File: src/rlx_pkg.sv
// Shared types, constants and decode helpers for the rotate-left-through-extend unit.
`default_nettype none
package rlx_pkg;

	// Operand size field of the instruction word
	typedef enum logic [1:0] {
		SZ_BYTE = 2'd0,
		SZ_WORD = 2'd1,
		SZ_LONG = 2'd2,
		SZ_MEM  = 2'd3
	} size_t;

	// Ring widths: operand bits plus the extend bit
	localparam logic [5:0] RING_BYTE = 6'd9;
	localparam logic [5:0] RING_WORD = 6'd17;
	localparam logic [5:0] RING_LONG = 6'd33;

	// Cycle accounting
	localparam logic [7:0] CYC_BASE       = 8'd6;
	localparam logic [7:0] CYC_LONG_EXTRA = 8'd2;
	localparam logic [7:0] CYC_MEM        = 8'd8;

	// Immediate count of zero stands for eight
	localparam logic [5:0] IMM_ZERO_COUNT = 6'd8;

	// Default depth of the decode-to-execute queue
	localparam int QUEUE_DEPTH_DEF = 2;

	// Decoded instruction handed from front to back
	typedef struct packed {
		size_t       sz;
		logic [5:0]  rot;     // count reduced modulo the ring width
		logic        x;
		logic [31:0] operand;
		logic [7:0]  cycles;
	} entry_t;

	// Count reduced modulo the ring width; count < 64 < 8 * width since width >= 9,
	// so three binary compare-subtract steps (4w, 2w, w) on eight-bit values suffice
	function automatic logic [5:0] ring_mod(input logic [5:0] cnt, input logic [5:0] w);
		logic [7:0] r;
		logic [7:0] ww;
		r  = {2'b00, cnt};
		ww = {2'b00, w};
		for (int i = 2; i >= 0; i--) begin
			if (r >= (ww << i)) begin
				r = r - (ww << i);
			end
		end
		return r[5:0];
	endfunction

endpackage
`default_nettype wire

File: src/rotate_left_through_extend.sv
// Top level of the rotate-left-through-extend execution unit.
// Each input transaction carries one ROXL instruction (opcode, destination operand, count
// register bits, X flag) and yields exactly one result transaction holding the merged value,
// the X/C/N/Z/V flags and the instruction cycle count. The front end decodes each
// transaction combinationally into a queue of QUEUE_DEPTH entries; the back end performs
// doubled-ring barrel rotates, one per size, and loads the output register. Sustained rate
// is one transaction per clock while the master side does not stall; each result passes
// through the queue and output register, which absorb up to QUEUE_DEPTH + 1 items while
// the master side stalls. No clearing pass or warm-up is needed after reset.
`default_nettype none
module rotate_left_through_extend #(
	parameter int QUEUE_DEPTH = rlx_pkg::QUEUE_DEPTH_DEF
) (
	input  wire logic        clk,
	input  wire logic        arst_n,
	input  wire logic        s_tvalid,
	output logic             s_tready,
	input  wire logic [55:0] s_tdata,   // opcode[15:0], operand[47:16], count_reg[53:48],
	                                    // x_in[54], zero pad
	output logic             m_tvalid,
	input  wire logic        m_tready,
	output logic [47:0]      m_tdata    // result[31:0], x_out[32], c_out[33], n_out[34],
	                                    // z_out[35], v_out[36], cycles[44:37], zero pad
);

	logic            push_valid;
	logic            push_ready;
	rlx_pkg::entry_t push_data;
	logic            pop_valid;
	logic            pop_ready;
	rlx_pkg::entry_t pop_data;

	rlx_front u_front (
		.s_tvalid   (s_tvalid),
		.s_tready   (s_tready),
		.s_tdata    (s_tdata),
		.push_valid (push_valid),
		.push_ready (push_ready),
		.push_data  (push_data)
	);

	rlx_queue #(
		.DEPTH (QUEUE_DEPTH)
	) u_queue (
		.clk        (clk),
		.arst_n     (arst_n),
		.push_valid (push_valid),
		.push_ready (push_ready),
		.push_data  (push_data),
		.pop_valid  (pop_valid),
		.pop_ready  (pop_ready),
		.pop_data   (pop_data)
	);

	rlx_back u_back (
		.clk      (clk),
		.arst_n   (arst_n),
		.in_valid (pop_valid),
		.in_ready (pop_ready),
		.in_data  (pop_data),
		.m_tvalid (m_tvalid),
		.m_tready (m_tready),
		.m_tdata  (m_tdata)
	);

endmodule
`default_nettype wire

File: src/rlx_front.sv
// Front end: accepts instruction transactions and decodes size, count and cycles.
`default_nettype none
module rlx_front (
	input  wire logic           s_tvalid,
	output logic                s_tready,
	input  wire logic [55:0]    s_tdata,   // opcode[15:0], operand[47:16], count_reg[53:48], x_in[54]
	output logic                push_valid,
	input  wire logic           push_ready,
	output rlx_pkg::entry_t     push_data
);

	logic [15:0]      opcode;
	logic [31:0]      operand;
	logic [5:0]       count_reg;
	logic             x_in;
	rlx_pkg::size_t   sz;
	logic [5:0]       count;
	logic [5:0]       width;
	logic [7:0]       cyc;

	assign opcode    = s_tdata[15:0];
	assign operand   = s_tdata[47:16];
	assign count_reg = s_tdata[53:48];
	assign x_in      = s_tdata[54];
	assign sz        = rlx_pkg::size_t'(opcode[7:6]);

	// Count selection and ring width per form
	always_comb begin
		count = 6'd1;
		width = rlx_pkg::RING_WORD;
		cyc   = rlx_pkg::CYC_MEM;
		if (sz != rlx_pkg::SZ_MEM) begin
			if (opcode[5]) begin
				count = count_reg;
			end else if (opcode[11:9] == 3'd0) begin
				count = rlx_pkg::IMM_ZERO_COUNT;
			end else begin
				count = {3'd0, opcode[11:9]};
			end
			cyc = rlx_pkg::CYC_BASE + {1'b0, count, 1'b0};
			case (sz)
				rlx_pkg::SZ_BYTE: width = rlx_pkg::RING_BYTE;
				rlx_pkg::SZ_WORD: width = rlx_pkg::RING_WORD;
				rlx_pkg::SZ_LONG: begin
					width = rlx_pkg::RING_LONG;
					cyc   = cyc + rlx_pkg::CYC_LONG_EXTRA;
				end
				default: width = rlx_pkg::RING_WORD;
			endcase
		end
	end

	// Hand decoded item to the queue
	assign push_valid        = s_tvalid;
	assign s_tready          = push_ready;
	assign push_data.sz      = sz;
	assign push_data.rot     = rlx_pkg::ring_mod(count, width);
	assign push_data.x       = x_in;
	assign push_data.operand = operand;
	assign push_data.cycles  = cyc;

endmodule
`default_nettype wire

File: src/rlx_queue.sv
// Short FIFO that decouples the decode front from the execute back.
`default_nettype none
module rlx_queue #(
	parameter int DEPTH = rlx_pkg::QUEUE_DEPTH_DEF
) (
	input  wire logic            clk,
	input  wire logic            arst_n,
	input  wire logic            push_valid,
	output logic                 push_ready,
	input  wire rlx_pkg::entry_t push_data,
	output logic                 pop_valid,
	input  wire logic            pop_ready,
	output rlx_pkg::entry_t      pop_data
);

	localparam int PW = (DEPTH > 1) ? $clog2(DEPTH) : 1;
	localparam int CW = $clog2(DEPTH + 1);

	rlx_pkg::entry_t mem_q [DEPTH];
	logic [PW-1:0]   wr_ptr_q;
	logic [PW-1:0]   rd_ptr_q;
	logic [CW-1:0]   cnt_q;
	logic            push;
	logic            pop;

	assign push_ready = (cnt_q != CW'(DEPTH));
	assign pop_valid  = (cnt_q != '0);
	assign push       = push_valid && push_ready;
	assign pop        = pop_valid && pop_ready;
	assign pop_data   = mem_q[rd_ptr_q];

	// Storage
	always_ff @(posedge clk) begin
		if (push) begin
			mem_q[wr_ptr_q] <= push_data;
		end
	end

	// Pointers and fill count
	always_ff @(posedge clk or negedge arst_n) begin
		if (!arst_n) begin
			wr_ptr_q <= '0;
			rd_ptr_q <= '0;
			cnt_q    <= '0;
		end else begin
			if (push) begin
				wr_ptr_q <= (wr_ptr_q == PW'(DEPTH - 1)) ? '0 : wr_ptr_q + 1'b1;
			end
			if (pop) begin
				rd_ptr_q <= (rd_ptr_q == PW'(DEPTH - 1)) ? '0 : rd_ptr_q + 1'b1;
			end
			if (push && !pop) begin
				cnt_q <= cnt_q + 1'b1;
			end else if (pop && !push) begin
				cnt_q <= cnt_q - 1'b1;
			end
		end
	end

	// Fill count bounds and bookkeeping
	a_cnt_bound: assert property (@(posedge clk) disable iff (!arst_n)
		cnt_q <= CW'(DEPTH))
		else $error("queue fill count exceeds depth");

	a_cnt_inc: assert property (@(posedge clk) disable iff (!arst_n)
		(push && !pop) |=> (cnt_q == CW'($past(cnt_q) + 1'b1)))
		else $error("queue count did not grow on push");

	a_cnt_dec: assert property (@(posedge clk) disable iff (!arst_n)
		(pop && !push) |=> (cnt_q == CW'($past(cnt_q) - 1'b1)))
		else $error("queue count did not shrink on pop");

	a_ptr_sync: assert property (@(posedge clk) disable iff (!arst_n)
		(cnt_q == '0) |-> (wr_ptr_q == rd_ptr_q))
		else $error("empty queue with unequal pointers");

endmodule
`default_nettype wire

File: src/rlx_back.sv
// Execute back end: ring rotation, flag generation and the output register.
`default_nettype none
module rlx_back (
	input  wire logic            clk,
	input  wire logic            arst_n,
	input  wire logic            in_valid,
	output logic                 in_ready,
	input  wire rlx_pkg::entry_t in_data,
	output logic                 m_tvalid,
	input  wire logic            m_tready,
	output logic [47:0]          m_tdata   // result[31:0], x_out[32], c_out[33], n_out[34],
	                                       // z_out[35], v_out[36], cycles[44:37], zero pad
);

	logic [17:0] sh_b;
	logic [33:0] sh_w;
	logic [65:0] sh_l;
	logic [8:0]  rot_b;
	logic [16:0] rot_w;
	logic [32:0] rot_l;
	logic [31:0] res;
	logic        xo;
	logic        n;
	logic        z;
	logic [31:0] res_q;
	logic        xo_q;
	logic        n_q;
	logic        z_q;
	logic [7:0]  cyc_q;
	logic        valid_q;
	logic        take;

	// Doubled-ring barrel rotates, one per size
	assign sh_b  = {in_data.x, in_data.operand[7:0], in_data.x, in_data.operand[7:0]}
		<< in_data.rot;
	assign sh_w  = {in_data.x, in_data.operand[15:0], in_data.x, in_data.operand[15:0]}
		<< in_data.rot;
	assign sh_l  = {in_data.x, in_data.operand, in_data.x, in_data.operand} << in_data.rot;
	assign rot_b = sh_b[17:9];
	assign rot_w = sh_w[33:17];
	assign rot_l = sh_l[65:33];

	// Merge with kept upper bits (cleared for the memory form) and derive flags
	always_comb begin
		case (in_data.sz)
			rlx_pkg::SZ_BYTE: begin
				res = {in_data.operand[31:8], rot_b[7:0]};
				xo  = rot_b[8];
				n   = rot_b[7];
				z   = (rot_b[7:0] == 8'd0);
			end
			rlx_pkg::SZ_WORD: begin
				res = {in_data.operand[31:16], rot_w[15:0]};
				xo  = rot_w[16];
				n   = rot_w[15];
				z   = (rot_w[15:0] == 16'd0);
			end
			rlx_pkg::SZ_LONG: begin
				res = rot_l[31:0];
				xo  = rot_l[32];
				n   = rot_l[31];
				z   = (rot_l[31:0] == 32'd0);
			end
			default: begin
				res = {16'd0, rot_w[15:0]};
				xo  = rot_w[16];
				n   = rot_w[15];
				z   = (rot_w[15:0] == 16'd0);
			end
		endcase
	end

	assign in_ready = !valid_q || m_tready;
	assign take     = in_valid && in_ready;

	// Output register valid
	always_ff @(posedge clk or negedge arst_n) begin
		if (!arst_n) begin
			valid_q <= 1'b0;
		end else if (in_ready) begin
			valid_q <= in_valid;
		end
	end

	// Output register payload
	always_ff @(posedge clk) begin
		if (take) begin
			res_q <= res;
			xo_q  <= xo;
			n_q   <= n;
			z_q   <= z;
			cyc_q <= in_data.cycles;
		end
	end

	assign m_tvalid = valid_q;
	assign m_tdata  = {3'd0, cyc_q, 1'b0, z_q, n_q, xo_q, xo_q, res_q};

endmodule
`default_nettype wire

File: config.mk
export PLATFORM = sky130hd
export DESIGN_NAME = rotate_left_through_extend
export DESIGN_NICKNAME = d
export VERILOG_FILES = /design/src/rlx_pkg.sv /design/src/rotate_left_through_extend.sv /design/src/rlx_front.sv /design/src/rlx_queue.sv /design/src/rlx_back.sv
export SDC_FILE = /design/constraint.sdc
export NUM_CORES = 1
export LEC_CHECK = 0
export BUFFER_PORTS_ARGS = -buffer_cell sky130_fd_sc_hd__buf_2
export CORE_UTILIZATION = 45
export CTS_BUF_LIST = sky130_fd_sc_hd__clkbuf_16
export CTS_CLUSTER_SIZE = 8
export DETAILED_ROUTE_END_ITERATION = 8
export GPL_TIMING_DRIVEN = 0
export SYNTH_ARGS = -nofsm -noshare
export SYNTH_HDL_FRONTEND = slang
export SYNTH_SLANG_ARGS = --single-unit
File: constraint.sdc
create_clock -name clk -period 3.7 [get_ports clk]
set_clock_uncertainty 0.1 [all_clocks]
set_input_delay 0.37 -clock clk [delete_from_list [all_inputs] [get_ports clk]]
set_output_delay 0.37 -clock clk [all_outputs]
set_load 0.01 [all_outputs]
==> results.ini <==
[outcome]
outcome=complete, but fails checks
failed_checks=setup timing

[critical_path]
path_max_fanout=10
max_stage_delay_ns=0.78
crit_slowest_cell=nor4_2
cp_data_arrival_time_ns=4.16
worstPathRequired_ns=3.79
cp-start-kind=flop
path_cells=buf_6 > buf_6 > mux2_4 > buf_4 > clkbuf_2 > nor4_2 > nand2_1 > o31ai_1 > a22oi_1 > o21ai_0 > nor4_1 > nand4_1 > nor4_2 > a41o_1
path_class=reg2reg
worstSetupEndpointType=flop

[clock_tree]
clock_sinks=143
clock_latency_ns=0.45
root_buffer=clkbuf_16
htreeDepth=4
cts_tree=yes
cts.clk_slew.worst_paths_ns=0.08
cts.path.max_buffers=2
cts_made_buffers=17

[synthesis]
ys_warn_count=0
synth_top_area_share_pct=37.7
ys_seq_area_share_pct=38.8
synth.area.top_cells=edfxtp_1, mux2i_1, mux4_2, nand2_1, mux2_2
synth-main-ff-cell=edfxtp_1
ys_ff_latch=143
syn_area_mm2=0.0110
avgSynthCellArea_um2=9.99
synth.most_common_cell=edfxtp_1
yosysUniqueCellTypes=81
synth_common_cells=edfxtp_1, mux2i_1, nand2_1, nor2_1, a21oi_1
async_reset_ff_share_pct=3.50
synth_top_area_cell=edfxtp_1
synthCells=1100
synth_enable_flop_cells=138

[grt]
grt_max_degree=43
antenna_found_initial=0
grt.total_usage_pct=35.8
grt_pass1_wl_um=64300
grt_pass1_vias=9935
grt-ovfl-total=0

[layout]
final_nets=1340
final_cells=1598
diodes=0
drive_above_1_share_pct=34.0
regArea_mm2=0.00427
multi_input_area_mm2=0.00701
num-fill-cells=2088
areaGrowthSynthToFinish_pct=25.4

[flow_run]
max_cap_violations=0

[timing]
maxSlewViolCount=0
hold-worst-slack_ns=0.00771
fmax_ghz=0.245
final_hold_viol_count=0
rsz0062_at_grt=yes
worst_pin_slew_ns=0.898
fin_crit_ns=4.07
relSlewSlack_pct=40.1
finalWorstSetupSlack_ns=-0.373
setup_viol=19
finalCritPeriodShare_pct=110

[floorplan]
row_count=56
coreArea_mm2=0.0237
die-area_mm2=0.0251
die_w_um=158
ios=110
die_y_um=158
start_util_pct=46.4

[placed_design]
hpwl_um=33600
place.gp.congestion=1.02
dp.cells=1519
port-buffer-count=93

[drt]
vias_per_cell=6.72
drc=0
detail_route.first_pass.iterations=6
num_vias=10745
wl_per_cell_um=28.0
ant_nets=0
drtIter0Drc=1310
wirelength_um=44700

[worst_hold_path]
hp-class=in2reg

what timing repair did:
| item | in CTS | in global routing |
|---|---|---|
| resized for setup | 101 | 80 |
| hold endpoints to repair | 5 | 0 |
| setup buffers | 20 | 30 |
| setup endpoints to repair | 46 | 42 |
| pin swaps | 22 | 30 |
| hold buffers | 1 | 0 |
critical path, delay by kind of cell, from the launching register on:
family          cells  cell delay (ns)
buf+inv             4             0.89
compound gates      4             0.80
simple gates        5             1.18
flops               1             0.42
mux                 1             0.39
sequential cells by signal, indices dropped and copies added, names as in the netlist:
signal / count
u_back.n_q: 1
u_queue.cnt_q: 2
u_queue.wr_ptr_q: 1
u_queue.mem_q: 96
u_back.xo_q: 1
u_queue.rd_ptr_q: 1
u_back.m_tvalid: 1
u_back.res_q: 32
u_back.z_q: 1
u_back.cyc_q: 7
routing by layer:
layer	global-route usage (%)	vias to the layer above	part of all wire, %	routed length [um]
li1	-	4612	-	-
met1	50.3	5260	42	19000
met2	53.8	720	44	19700
met3	6.89	153	9.3	4140
met4	14.5	0	4.3	1930
met5	0	-	0	0
worst paths after layout:
check | start | end | slack, ns | depth (start not counted)
max in group asynchronous | arst_n | u_back.m_tvalid$_DFFE_PN0N_ | 3.19 | 2
hold / removal | s_tdata[27] | u_queue.mem_q[1][19]$_DFFE_PP_ | 0.008 | 1
min in group asynchronous | arst_n | u_queue.wr_ptr_q$_DFFE_PN0P_ | 0.17 | 2
setup / recovery | u_queue.rd_ptr_q$_DFFE_PN0P_ | u_back.z_q$_DFFE_PP_ | -0.37 | 14
setup reg to reg | u_queue.rd_ptr_q$_DFFE_PN0P_ | u_back.z_q$_DFFE_PP_ | -0.37 | 14
hold reg to reg | u_back.m_tvalid$_DFFE_PN0N_ | u_back.m_tvalid$_DFFE_PN0N_ | 0.41 | 2
layout by cell type, fill, tap and decap left out, types with 8 or more instances in the layout:
cell type / instances
a211oi_1: 15
a21oi_1: 58
a21oi_2: 12
a22oi_1: 11
a31oi_1: 8
buf_2: 108
buf_4: 66
buf_6: 12
clkbuf_1: 13
clkbuf_16: 18
clkbuf_2: 15
edfxtp_1: 138
inv_1: 12
mux2_2: 31
mux2i_1: 102
mux2i_2: 16
mux2i_4: 16
mux4_2: 24
nand2_1: 106
nand2b_1: 9
nand3_1: 20
nand4_1: 8
nor2_1: 86
nor3_1: 23
o211ai_1: 10
o21ai_0: 49
o21ai_1: 8
o22ai_1: 43
o22ai_2: 12
xnor2_1: 8
per-stage QoR:
step	utilization (%)	setup TNS [ns]	instance area, um^2	setup WS, ns
detailed placement	50.8	-22.31	12000	-1.28
CTS	55.8	-3.31	13200	-0.288
global route	58.2	-6.62	13800	-0.521
global placement	50.6	-54.71	12000	-1.19
floorplan	-	-5.50	11100	-0.530
finish	58.2	-4.37	13800	-0.373
cell families (layout without fill, tap and decap cells):
group                      count (synthesis)  count (layout)  synth area share [%]
buffers and inverters                     98             272                  4.61
DFF                                      143             143                  38.8
AOI/OAI and AO/OA                        327             327                  19.7
xor gates and xnor gates                  18              18                  1.43
and+or+nand+nor                          304             304                  12.3
other                                      1               6                0.0341
muxes                                    195             195                  21.5
adders and majority gates                 14              14                  1.59
area by class of cell:
cell class,instances,area share [%]
timing repair buffer,145,6.74
clock buffer,17,3.09
multi-input combinational,864,50.9
buffer,80,3.87
inverter,15,0.490
tap,319,2.90
clock inverter,15,1.07
sequential,143,31.0
Power is not shown: default switching activity piles up to over one toggle a cycle in this logic, so the estimate is an artifact.
